[src/hw/rtl/uxt_pkg.sv]
`default_nettype none

package uxt_pkg;

    localparam logic [1:0] ST_BYTE       = 2'd0;
    localparam logic [1:0] ST_INVALID    = 2'd1;
    localparam logic [1:0] ST_INCOMPLETE = 2'd2;
    localparam logic [1:0] ST_END        = 2'd3;

    localparam logic REG_SOURCE = 1'b0;
    localparam logic REG_TARGET = 1'b1;

    localparam logic [31:0] MAX_SCALAR = 32'h0010_FFFF;
    localparam logic [15:0] HIGH_FIRST = 16'hD800;
    localparam logic [15:0] HIGH_LAST  = 16'hDBFF;
    localparam logic [15:0] LOW_FIRST  = 16'hDC00;
    localparam logic [15:0] LOW_LAST   = 16'hDFFF;
    localparam logic [20:0] PLANE_BASE = 21'h01_0000;

    typedef struct packed {
        logic [1:0]  status;
        logic [20:0] scalar;
        logic [1:0]  target;
    } job_t;

endpackage

`default_nettype wire

[src/hw/rtl/uxt_front.sv]
`default_nettype none

module uxt_front
(
    input  wire logic          clk,
    input  wire logic          rst_n,
    input  wire logic          accept,
    input  wire logic [7:0]    data_byte,
    input  wire logic          is_end,
    input  wire logic          cfg_we,
    input  wire logic          cfg_index,
    input  wire logic [1:0]    cfg_data,
    output      logic          job_valid,
    output      uxt_pkg::job_t job
);

    logic [1:0]  src_reg;
    logic [1:0]  tgt_reg;
    logic [31:0] acc_reg;
    logic [31:0] acc_next;
    logic [1:0]  cnt_reg;
    logic [1:0]  cnt_next;
    logic        pend_reg;
    logic        pend_next;
    logic        halt_reg;
    logic        halt_next;

    logic        size4;
    logic [1:0]  last_idx;
    logic [1:0]  pos;
    logic [31:0] base;
    logic [31:0] acc_new;
    logic [15:0] hi;
    logic [15:0] w16;
    logic        hi_is_high;
    logic        w_is_high;
    logic        w_is_low;

    assign size4    = src_reg[1];
    assign last_idx = size4 ? 2'd3 : 2'd1;
    assign pos      = src_reg[0] ? (last_idx - cnt_reg) : cnt_reg;
    assign base     = (cnt_reg != 2'd0) ? acc_reg :
                      (size4 ? 32'd0 : {acc_reg[31:16], 16'd0});
    assign acc_new  = base | ({24'd0, data_byte} << {pos, 3'b000});
    assign hi       = acc_reg[31:16];
    assign w16      = acc_new[15:0];
    assign hi_is_high = (hi >= uxt_pkg::HIGH_FIRST) && (hi <= uxt_pkg::HIGH_LAST);
    assign w_is_high  = (w16 >= uxt_pkg::HIGH_FIRST) && (w16 <= uxt_pkg::HIGH_LAST);
    assign w_is_low   = (w16 >= uxt_pkg::LOW_FIRST) && (w16 <= uxt_pkg::LOW_LAST);

    always_comb
    begin
        acc_next   = acc_reg;
        cnt_next   = cnt_reg;
        pend_next  = pend_reg;
        halt_next  = halt_reg;
        job_valid  = 1'b0;
        job.status = uxt_pkg::ST_BYTE;
        job.scalar = acc_new[20:0];
        job.target = tgt_reg;
        if (accept)
        begin
            if (is_end)
            begin
                job_valid  = 1'b1;
                job.status = (!halt_reg && (cnt_reg != 2'd0 || pend_reg)) ?
                             uxt_pkg::ST_INCOMPLETE : uxt_pkg::ST_END;
                acc_next   = 32'd0;
                cnt_next   = 2'd0;
                pend_next  = 1'b0;
                halt_next  = 1'b0;
            end
            else if (!halt_reg)
            begin
                acc_next = acc_new;
                cnt_next = cnt_reg + 2'd1;
                if (cnt_reg == last_idx)
                begin
                    cnt_next = 2'd0;
                    if (size4)
                    begin
                        acc_next  = 32'd0;
                        job_valid = 1'b1;
                        if ((acc_new > uxt_pkg::MAX_SCALAR) ||
                            ((acc_new >= {16'd0, uxt_pkg::HIGH_FIRST}) &&
                             (acc_new <= {16'd0, uxt_pkg::LOW_LAST})))
                        begin
                            job.status = uxt_pkg::ST_INVALID;
                            halt_next  = 1'b1;
                            pend_next  = 1'b0;
                        end
                    end
                    else if (pend_reg)
                    begin
                        acc_next  = 32'd0;
                        pend_next = 1'b0;
                        job_valid = 1'b1;
                        if (!w_is_low || !hi_is_high)
                        begin
                            job.status = uxt_pkg::ST_INVALID;
                            halt_next  = 1'b1;
                        end
                        else
                        begin
                            job.scalar = 21'({hi[9:0], w16[9:0]}) + uxt_pkg::PLANE_BASE;
                        end
                    end
                    else if (w_is_high)
                    begin
                        pend_next = 1'b1;
                        acc_next  = {w16, 16'd0};
                    end
                    else
                    begin
                        acc_next   = 32'd0;
                        job_valid  = 1'b1;
                        job.scalar = {5'd0, w16};
                        if (w_is_low)
                        begin
                            job.status = uxt_pkg::ST_INVALID;
                            halt_next  = 1'b1;
                        end
                    end
                end
            end
        end
        if (cfg_we && cfg_index == uxt_pkg::REG_SOURCE)
        begin
            acc_next  = 32'd0;
            cnt_next  = 2'd0;
            pend_next = 1'b0;
        end
    end

    always_ff @(posedge clk or negedge rst_n)
    begin
        if (!rst_n)
        begin
            src_reg  <= 2'd0;
            tgt_reg  <= 2'd0;
            acc_reg  <= 32'd0;
            cnt_reg  <= 2'd0;
            pend_reg <= 1'b0;
            halt_reg <= 1'b0;
        end
        else
        begin
            acc_reg  <= acc_next;
            cnt_reg  <= cnt_next;
            pend_reg <= pend_next;
            halt_reg <= halt_next;
            if (cfg_we && cfg_index == uxt_pkg::REG_SOURCE)
            begin
                src_reg <= cfg_data;
            end
            if (cfg_we && cfg_index == uxt_pkg::REG_TARGET)
            begin
                tgt_reg <= cfg_data;
            end
        end
    end

endmodule

`default_nettype wire

[src/hw/rtl/uxt_job_fifo.sv]
`default_nettype none

module uxt_job_fifo
#(
    parameter int unsigned DEPTH = 2
)
(
    input  wire logic          clk,
    input  wire logic          rst_n,
    input  wire logic          wr_en,
    input  wire uxt_pkg::job_t wr_job,
    input  wire logic          rd_en,
    output      uxt_pkg::job_t rd_job,
    output      logic          fifo_full,
    output      logic          fifo_empty
);

    localparam int unsigned PW = (DEPTH > 1) ? $clog2(DEPTH) : 1;
    localparam int unsigned CW = $clog2(DEPTH + 1);
    localparam logic [PW-1:0] LAST_PTR = PW'(DEPTH - 1);
    localparam logic [CW-1:0] FULL_CNT = CW'(DEPTH);

    uxt_pkg::job_t mem_reg [DEPTH];
    logic [PW-1:0] wr_ptr_reg;
    logic [PW-1:0] rd_ptr_reg;
    logic [CW-1:0] cnt_reg;
    logic          do_wr;
    logic          do_rd;

    assign fifo_full  = (cnt_reg == FULL_CNT);
    assign fifo_empty = (cnt_reg == '0);
    assign do_wr      = wr_en && !fifo_full;
    assign do_rd      = rd_en && !fifo_empty;
    assign rd_job     = mem_reg[rd_ptr_reg];

    always_ff @(posedge clk)
    begin
        if (do_wr)
        begin
            mem_reg[wr_ptr_reg] <= wr_job;
        end
    end

    always_ff @(posedge clk or negedge rst_n)
    begin
        if (!rst_n)
        begin
            wr_ptr_reg <= '0;
            rd_ptr_reg <= '0;
            cnt_reg    <= '0;
        end
        else
        begin
            if (do_wr)
            begin
                wr_ptr_reg <= (wr_ptr_reg == LAST_PTR) ? '0 : wr_ptr_reg + PW'(1);
            end
            if (do_rd)
            begin
                rd_ptr_reg <= (rd_ptr_reg == LAST_PTR) ? '0 : rd_ptr_reg + PW'(1);
            end
            if (do_wr && !do_rd)
            begin
                cnt_reg <= cnt_reg + CW'(1);
            end
            else if (do_rd && !do_wr)
            begin
                cnt_reg <= cnt_reg - CW'(1);
            end
        end
    end

endmodule

`default_nettype wire

[src/hw/rtl/uxt_back.sv]
`default_nettype none

module uxt_back
(
    input  wire logic          clk,
    input  wire logic          rst_n,
    input  wire uxt_pkg::job_t job,
    input  wire logic          job_empty,
    output      logic          job_pop,
    input  wire logic          pop,
    output      logic          empty,
    output      logic [7:0]    out_byte,
    output      logic [1:0]    status,
    output      logic          last
);

    logic        cur_valid_reg;
    logic [31:0] word_reg;
    logic [1:0]  idx_reg;
    logic [1:0]  nlast_reg;
    logic [1:0]  stat_reg;
    logic        out_valid_reg;
    logic [7:0]  out_byte_reg;
    logic [1:0]  out_stat_reg;
    logic        out_last_reg;

    logic        emit;
    logic        cur_done;
    logic        load;
    logic [31:0] word_next;
    logic [1:0]  nlast_next;
    logic [31:0] sel_word;

    function automatic logic [15:0] unit_bytes(input logic [15:0] u, input logic be);
        unit_bytes = be ? {u[7:0], u[15:8]} : u;
    endfunction

    always_comb
    begin
        logic [19:0] v;
        logic [15:0] hs;
        logic [15:0] ls;
        v          = 20'(job.scalar - uxt_pkg::PLANE_BASE);
        hs         = uxt_pkg::HIGH_FIRST + {6'd0, v[19:10]};
        ls         = uxt_pkg::LOW_FIRST + {6'd0, v[9:0]};
        word_next  = 32'd0;
        nlast_next = 2'd0;
        if (job.status == uxt_pkg::ST_BYTE)
        begin
            if (job.target[1])
            begin
                nlast_next = 2'd3;
                word_next  = job.target[0] ?
                             {job.scalar[7:0], job.scalar[15:8], 3'd0, job.scalar[20:16],
                              8'd0} : {11'd0, job.scalar};
            end
            else if (job.scalar >= uxt_pkg::PLANE_BASE)
            begin
                nlast_next = 2'd3;
                word_next  = {unit_bytes(ls, job.target[0]), unit_bytes(hs, job.target[0])};
            end
            else
            begin
                nlast_next = 2'd1;
                word_next  = {16'd0, unit_bytes(job.scalar[15:0], job.target[0])};
            end
        end
    end

    assign emit     = cur_valid_reg && (!out_valid_reg || pop);
    assign cur_done = emit && (idx_reg == nlast_reg);
    assign load     = !job_empty && (!cur_valid_reg || cur_done);
    assign job_pop  = load;
    assign sel_word = word_reg >> {idx_reg, 3'b000};

    assign empty    = !out_valid_reg;
    assign out_byte = out_byte_reg;
    assign status   = out_stat_reg;
    assign last     = out_last_reg;

    always_ff @(posedge clk)
    begin
        if (load)
        begin
            word_reg  <= word_next;
            nlast_reg <= nlast_next;
            stat_reg  <= job.status;
        end
        if (emit)
        begin
            out_byte_reg <= sel_word[7:0];
            out_stat_reg <= stat_reg;
            out_last_reg <= (idx_reg == nlast_reg);
        end
    end

    always_ff @(posedge clk or negedge rst_n)
    begin
        if (!rst_n)
        begin
            cur_valid_reg <= 1'b0;
            idx_reg       <= 2'd0;
            out_valid_reg <= 1'b0;
        end
        else
        begin
            if (load)
            begin
                cur_valid_reg <= 1'b1;
                idx_reg       <= 2'd0;
            end
            else
            begin
                if (cur_done)
                begin
                    cur_valid_reg <= 1'b0;
                end
                if (emit)
                begin
                    idx_reg <= idx_reg + 2'd1;
                end
            end
            if (emit)
            begin
                out_valid_reg <= 1'b1;
            end
            else if (pop)
            begin
                out_valid_reg <= 1'b0;
            end
        end
    end

endmodule

`default_nettype wire

[src/hw/rtl/utf16_utf32_byte_transcoder_unit.sv]
// A byte that completes a character, or an end marker, is written to the job queue, loaded
// into the back end's word register, then held in the output register as its first result.
// Throughput: one input transaction per cycle until the job queue fills; the back end sends
// one result byte per cycle while the output is popped, and a character gives two or four bytes.
// Reset clears the assembly state, the job queue and the output register, and sets both
// encodings to UTF-16LE.
`default_nettype none

module utf16_utf32_byte_transcoder_unit
#(
    parameter int unsigned JOB_DEPTH = 2
)
(
    input  wire logic       clk,
    input  wire logic       rst_n,
    input  wire logic       push,
    output      logic       full,
    input  wire logic [7:0] data_byte,
    input  wire logic       is_end,
    input  wire logic       cfg_we,
    input  wire logic       cfg_index,
    input  wire logic [1:0] cfg_data,
    output      logic       empty,
    input  wire logic       pop,
    output      logic [7:0] out_byte,
    output      logic [1:0] status,
    output      logic       last
);

    logic          accept;
    logic          job_valid;
    uxt_pkg::job_t front_job;
    uxt_pkg::job_t back_job;
    logic          job_pop;
    logic          fifo_full;
    logic          fifo_empty;

    assign full   = fifo_full;
    assign accept = push && !fifo_full;

    uxt_front u_front
    (
        .clk       (clk),
        .rst_n     (rst_n),
        .accept    (accept),
        .data_byte (data_byte),
        .is_end    (is_end),
        .cfg_we    (cfg_we),
        .cfg_index (cfg_index),
        .cfg_data  (cfg_data),
        .job_valid (job_valid),
        .job       (front_job)
    );

    uxt_job_fifo #(.DEPTH(JOB_DEPTH)) u_fifo
    (
        .clk        (clk),
        .rst_n      (rst_n),
        .wr_en      (job_valid),
        .wr_job     (front_job),
        .rd_en      (job_pop),
        .rd_job     (back_job),
        .fifo_full  (fifo_full),
        .fifo_empty (fifo_empty)
    );

    uxt_back u_back
    (
        .clk       (clk),
        .rst_n     (rst_n),
        .job       (back_job),
        .job_empty (fifo_empty),
        .job_pop   (job_pop),
        .pop       (pop),
        .empty     (empty),
        .out_byte  (out_byte),
        .status    (status),
        .last      (last)
    );

`ifndef SYNTHESIS
    a_no_overflow: assert property (@(posedge clk) disable iff (!rst_n)
        job_valid |-> !fifo_full)
        else $error("job written into a full queue");

    a_status_is_last: assert property (@(posedge clk) disable iff (!rst_n)
        (!empty && status != uxt_pkg::ST_BYTE) |-> last)
        else $error("status transaction not marked last");

    a_status_zero_byte: assert property (@(posedge clk) disable iff (!rst_n)
        (!empty && status != uxt_pkg::ST_BYTE) |-> (out_byte == 8'd0))
        else $error("status transaction carries a byte");

    a_end_gives_job: assert property (@(posedge clk) disable iff (!rst_n)
        (accept && is_end) |-> job_valid)
        else $error("end marker produced no job");
`endif

endmodule

`default_nettype wire
[config.mk]
export PLATFORM = sky130hd
export DESIGN_NAME = utf16_utf32_byte_transcoder_unit
export DESIGN_NICKNAME = d
export VERILOG_FILES = /design/src/hw/rtl/uxt_pkg.sv /design/src/hw/rtl/uxt_front.sv /design/src/hw/rtl/uxt_job_fifo.sv /design/src/hw/rtl/uxt_back.sv /design/src/hw/rtl/utf16_utf32_byte_transcoder_unit.sv
export SDC_FILE = /design/constraint.sdc
export NUM_CORES = 1
export LEC_CHECK = 0
export ABC_AREA = 1
export BUFFER_PORTS_ARGS = -buffer_cell sky130_fd_sc_hd__buf_2
export CORE_ASPECT_RATIO = 1.2
export CORE_MARGIN = 8
export CORE_UTILIZATION = 42
export CTS_CLUSTER_SIZE = 10
export DETAILED_ROUTE_END_ITERATION = 16
export PLACE_DENSITY = 0.59
export REMOVE_ABC_BUFFERS = 1
export SYNTH_ARGS = -nofsm -noshare
export SYNTH_HDL_FRONTEND = slang
export SYNTH_SLANG_ARGS = --single-unit
[constraint.sdc]
create_clock -name clk -period 3.5 [get_ports clk]
set_input_delay 0.35 -clock clk [delete_from_list [all_inputs] [get_ports clk]]
set_output_delay 0.35 -clock clk [all_outputs]
set_load 0.02 [all_outputs]
==> results by group <==
GRT
  – Gr ovfl total: 0
  – Initial antenna violation count: 0
  – GRT Resource Usage Total: 16.2%
  – Pin count of the biggest net entering global routing: 38
  – Vias in the first global route: 5,697
  – Global-route wire length before repair: 29.2 mm

Setup path
  – Crit path buf inv count: 2
  – Slowest-stage cell, CP: dfrtp_1
  – CP most frequent cell: nand2_2
  – Crit path max fanout: 12
  – Req. time, crit path: 3.81 ns
  – Crit-path cells: inv_2 > nand2_1 > nand2_2 > nand2_2 > o21ai_4 > nand2_2 > nor2_4 > nor2_1 > nor2_4 > nand3_4 > a21oi_4 > inv_1 > ha_1 > a21oi_1 > o21ai_0 > xor2_1
  – WS Path Type: reg -> reg
  – CP Launch Type: flip-flop
  – Worst Path Arrival: around 3.3 ns
  – Crit path max-delay family: simple AND/OR/NAND/NOR gates
  – CP Capture Type: flip-flop
  – Delay of the slowest cell on the worst path: 0.44 ns

Finish
  – Ant diodes: 0
  – Layout Cells excl Fill: approximately 1.1k
  – Area delta synth->final: 12.8%
  – Final instance area: 8560 um2
  – Layout fillers: 1,695
  – Max reg flops: 50
  – Share of cells above drive strength 1: around 16%
  – Layout Nets: 880

STA
  – Worst Tran Pin Value: between 0.7 and 0.8 ns
  – Setup Total Neg Slack: 0 ns
  – RSZ-0062 raised after global routing: false
  – Worst Skew: between 0.007 and 0.008 ns
  – Final min period: 2.94 ns
  – Number of setup violations in the final report: 0
  – Final Hold Fails: 0
  – Max-slew violation count: 0
  – Hold WS: ~0.17 ns
  – Max_slew headroom: 51.9%
  – Fmax: 340 MHz
  – Period utilization: between 80 and 90%

Status
  – Status: completed

Clock tree
  – CTS resizes: 0
  – CTS tree: yes
  – CTS max path bufs: 2
  – Reg clk slew, reported paths: 0.06 ns
  – CTS Buf Count: 17
  – H-tree Lvls: 4
  – Clk root buf: clkbuf_16
  – Clock Latency Late Sink: 0.43 ns
  – # clock sinks: 145

Pwr
  – Pwr Density: 870 nW/um2
  – Leak pwr: roughly 3.6 nW
  – Maximum vdd drop: about 440 uV
  – Pwr Total: 0.00744 W

Flow run
  – Max Cap Viol: 0

Synthesis
  – Netlist Area Pre-Place: between 7000 and 8000 um2
  – Post-synth EDFFs: 97
  – Primary FF master, synth: edfxtp_1
  – Synth cell types: 50
  – Async S/R FF share, synth: 33.1%
  – Seq/Total Area, Yosys: 54.2%
  – Post-synthesis cell count: ~830
  – Register bit count reported by yosys: 145
  – Syn. warnings: 0
  – Synthesized area per cell: 9.18 um2

Floorplan
  – Die X: 139 um
  – IO Pins: 30
  – Core area: 18,000 um2
  – Die area: 22,600 um2
  – Die height: 163 um
  – Initial core utilization: between 40% and 50%
  – Site Rows: 54

Detailed routing
  – DR WL/cell: approximately 16 um
  – Vias/cell: 5.18
  – Number of routed nets with antenna violations: 0
  – Final wirelength: 17.6 mm
  – DRC: 0
  – Pre-antenna DRT Iters: 6
  – Initial DRC count: 574
  – Vias: 5,660

Place
  – Placed insts: between 1k and 1.5k
  – Placement Cell Area: between 7000 and 8000 um2
  – Hpwl dp: 13.0 mm
  – IO buf count: 29
  – Placer Congestion: 0.955

Min path
  – HP Class: in -> reg
-- metrics by stage --
stage          utilization [%]  setup WS (ns)
3_3_place_gp              44.2          0.636
5_1_grt                   47.6          0.336
4_1_cts                   47.6          0.533
3_5_place_dp              44.2          0.571
6_report                  47.6          0.560
2_1_floorplan                -          0.259
-- repair_timing --
| item | 4_1_cts | 5_1_grt |
|---|---|---|
| hold endpoints to repair | 27 | 0 |
| hold buffers | 1 | 0 |
| setup buffers | 0 | 0 |
-- power breakdown --
part	internal (W)	leakage [nW]	switching (W)
logic	0.000821	1.77	0.00199
registers	0.00256	1.57	0.000212
clock network	0.00113	0.292	0.000734
total	0.00451	3.63	0.00293
-- Yosys cell counts, types with 6 or more instances --
cell | instances | area share (%)
nand3_1 | 9 | 0.59
a21oi_1 | 36 | 2.4
nor2_1 | 75 | 3.7
or2_1 | 7 | 0.58
ha_1 | 7 | 1.2
a22oi_1 | 26 | 2.6
o31ai_2 | 10 | 1.6
o21ai_0 | 74 | 4.9
clkbuf_1 | 15 | 0.74
inv_1 | 96 | 4.8
o21ai_1 | 16 | 1.1
edfxtp_1 | 97 | 38
or2_2 | 7 | 0.58
nand2_1 | 185 | 9.2
nand4_1 | 11 | 0.91
nand2_2 | 7 | 0.58
dfrtp_1 | 48 | 16
buf_6 | 8 | 1.2
inv_2 | 10 | 0.49
xor2_1 | 8 | 0.92
nor2_2 | 6 | 0.49
o22ai_1 | 12 | 0.99
-- final timing paths --
check	start	to	slack, ns	depth (start not counted)
max in group asynchronous	rst_n	u_front.acc_reg[22]	2.23	3
worst max-delay path	u_front.src_reg[0]	u_fifo.cnt_reg[1]	0.56	16
worst min register to register	u_back.stat_reg[1]	u_back.status[1]	0.42	0
worst min-delay path	cfg_data[1]	u_front.src_reg[1]	0.17	3
worst max register to register	u_front.src_reg[0]	u_fifo.cnt_reg[1]	0.56	16
min in group asynchronous	rst_n	u_front.cnt_reg[0]	0.50	2
-- cell type report --
class                           count  area (um2)  area share, %
Tap cell                          224         280           3.28
Inverter                          108         410           4.80
Multi-Input combinational cell    543        2880           33.7
Clock inverter                     15         184           2.15
Sequential cell                   145        4110           48.1
Clock buffer                       17         425           4.97
Timing Repair Buffer               41         263           3.07
-- tightest hold or removal path: stages --
cell     delay, ns
buf_2         0.09
nand2_1       0.06
o21ai_0       0.06
-- kinds of logic after synthesis --
group                    share of synthesized area [%]
adder cells (fa/ha/maj)                           1.15
AO/OA/AOI/OAI                                     16.1
multiplexers                                     0.429
flip-flops                                        54.2
XOR/XNOR                                          1.15
AND/OR/NAND/NOR                                   19.0
buffers and inverters                             7.90
-- layer usage --
| metal | wire [um] | vias up | global-route usage [%] |
|---|---|---|---|
| met1 | 7380 | 2623 | 18.1 |
| met2 | 8860 | 150 | 28.5 |
| met5 | 0 | - | 0 |
| li1 | - | 2844 | - |
| met3 | 696 | 43 | 3.30 |
| met4 | 618 | 0 | 9.00 |
-- cells in the final DEF, fill, tap and decap left out, drive strengths merged --
master / n
a31oi: 4
clkinvlp: 2
o211ai: 2
o21a: 2
xnor2: 2
o21ai: 96
mux2: 2
dfrtp: 48
o31ai: 10
a22oi: 26
nor2: 83
or2: 15
nor3: 5
nand2: 193
edfxtp: 97
ha: 7
dlygate4sd3: 1
nand3: 13
o22ai: 12
inv: 110
xor2: 8
a211oi: 4
nand4: 12
and2: 3
mux2i: 1
a21oi: 40
buf: 40
clkbuf: 17
nor3b: 2
and3: 1
clkinv: 8
bufinv: 3
(Power assumes the default switching activity.)
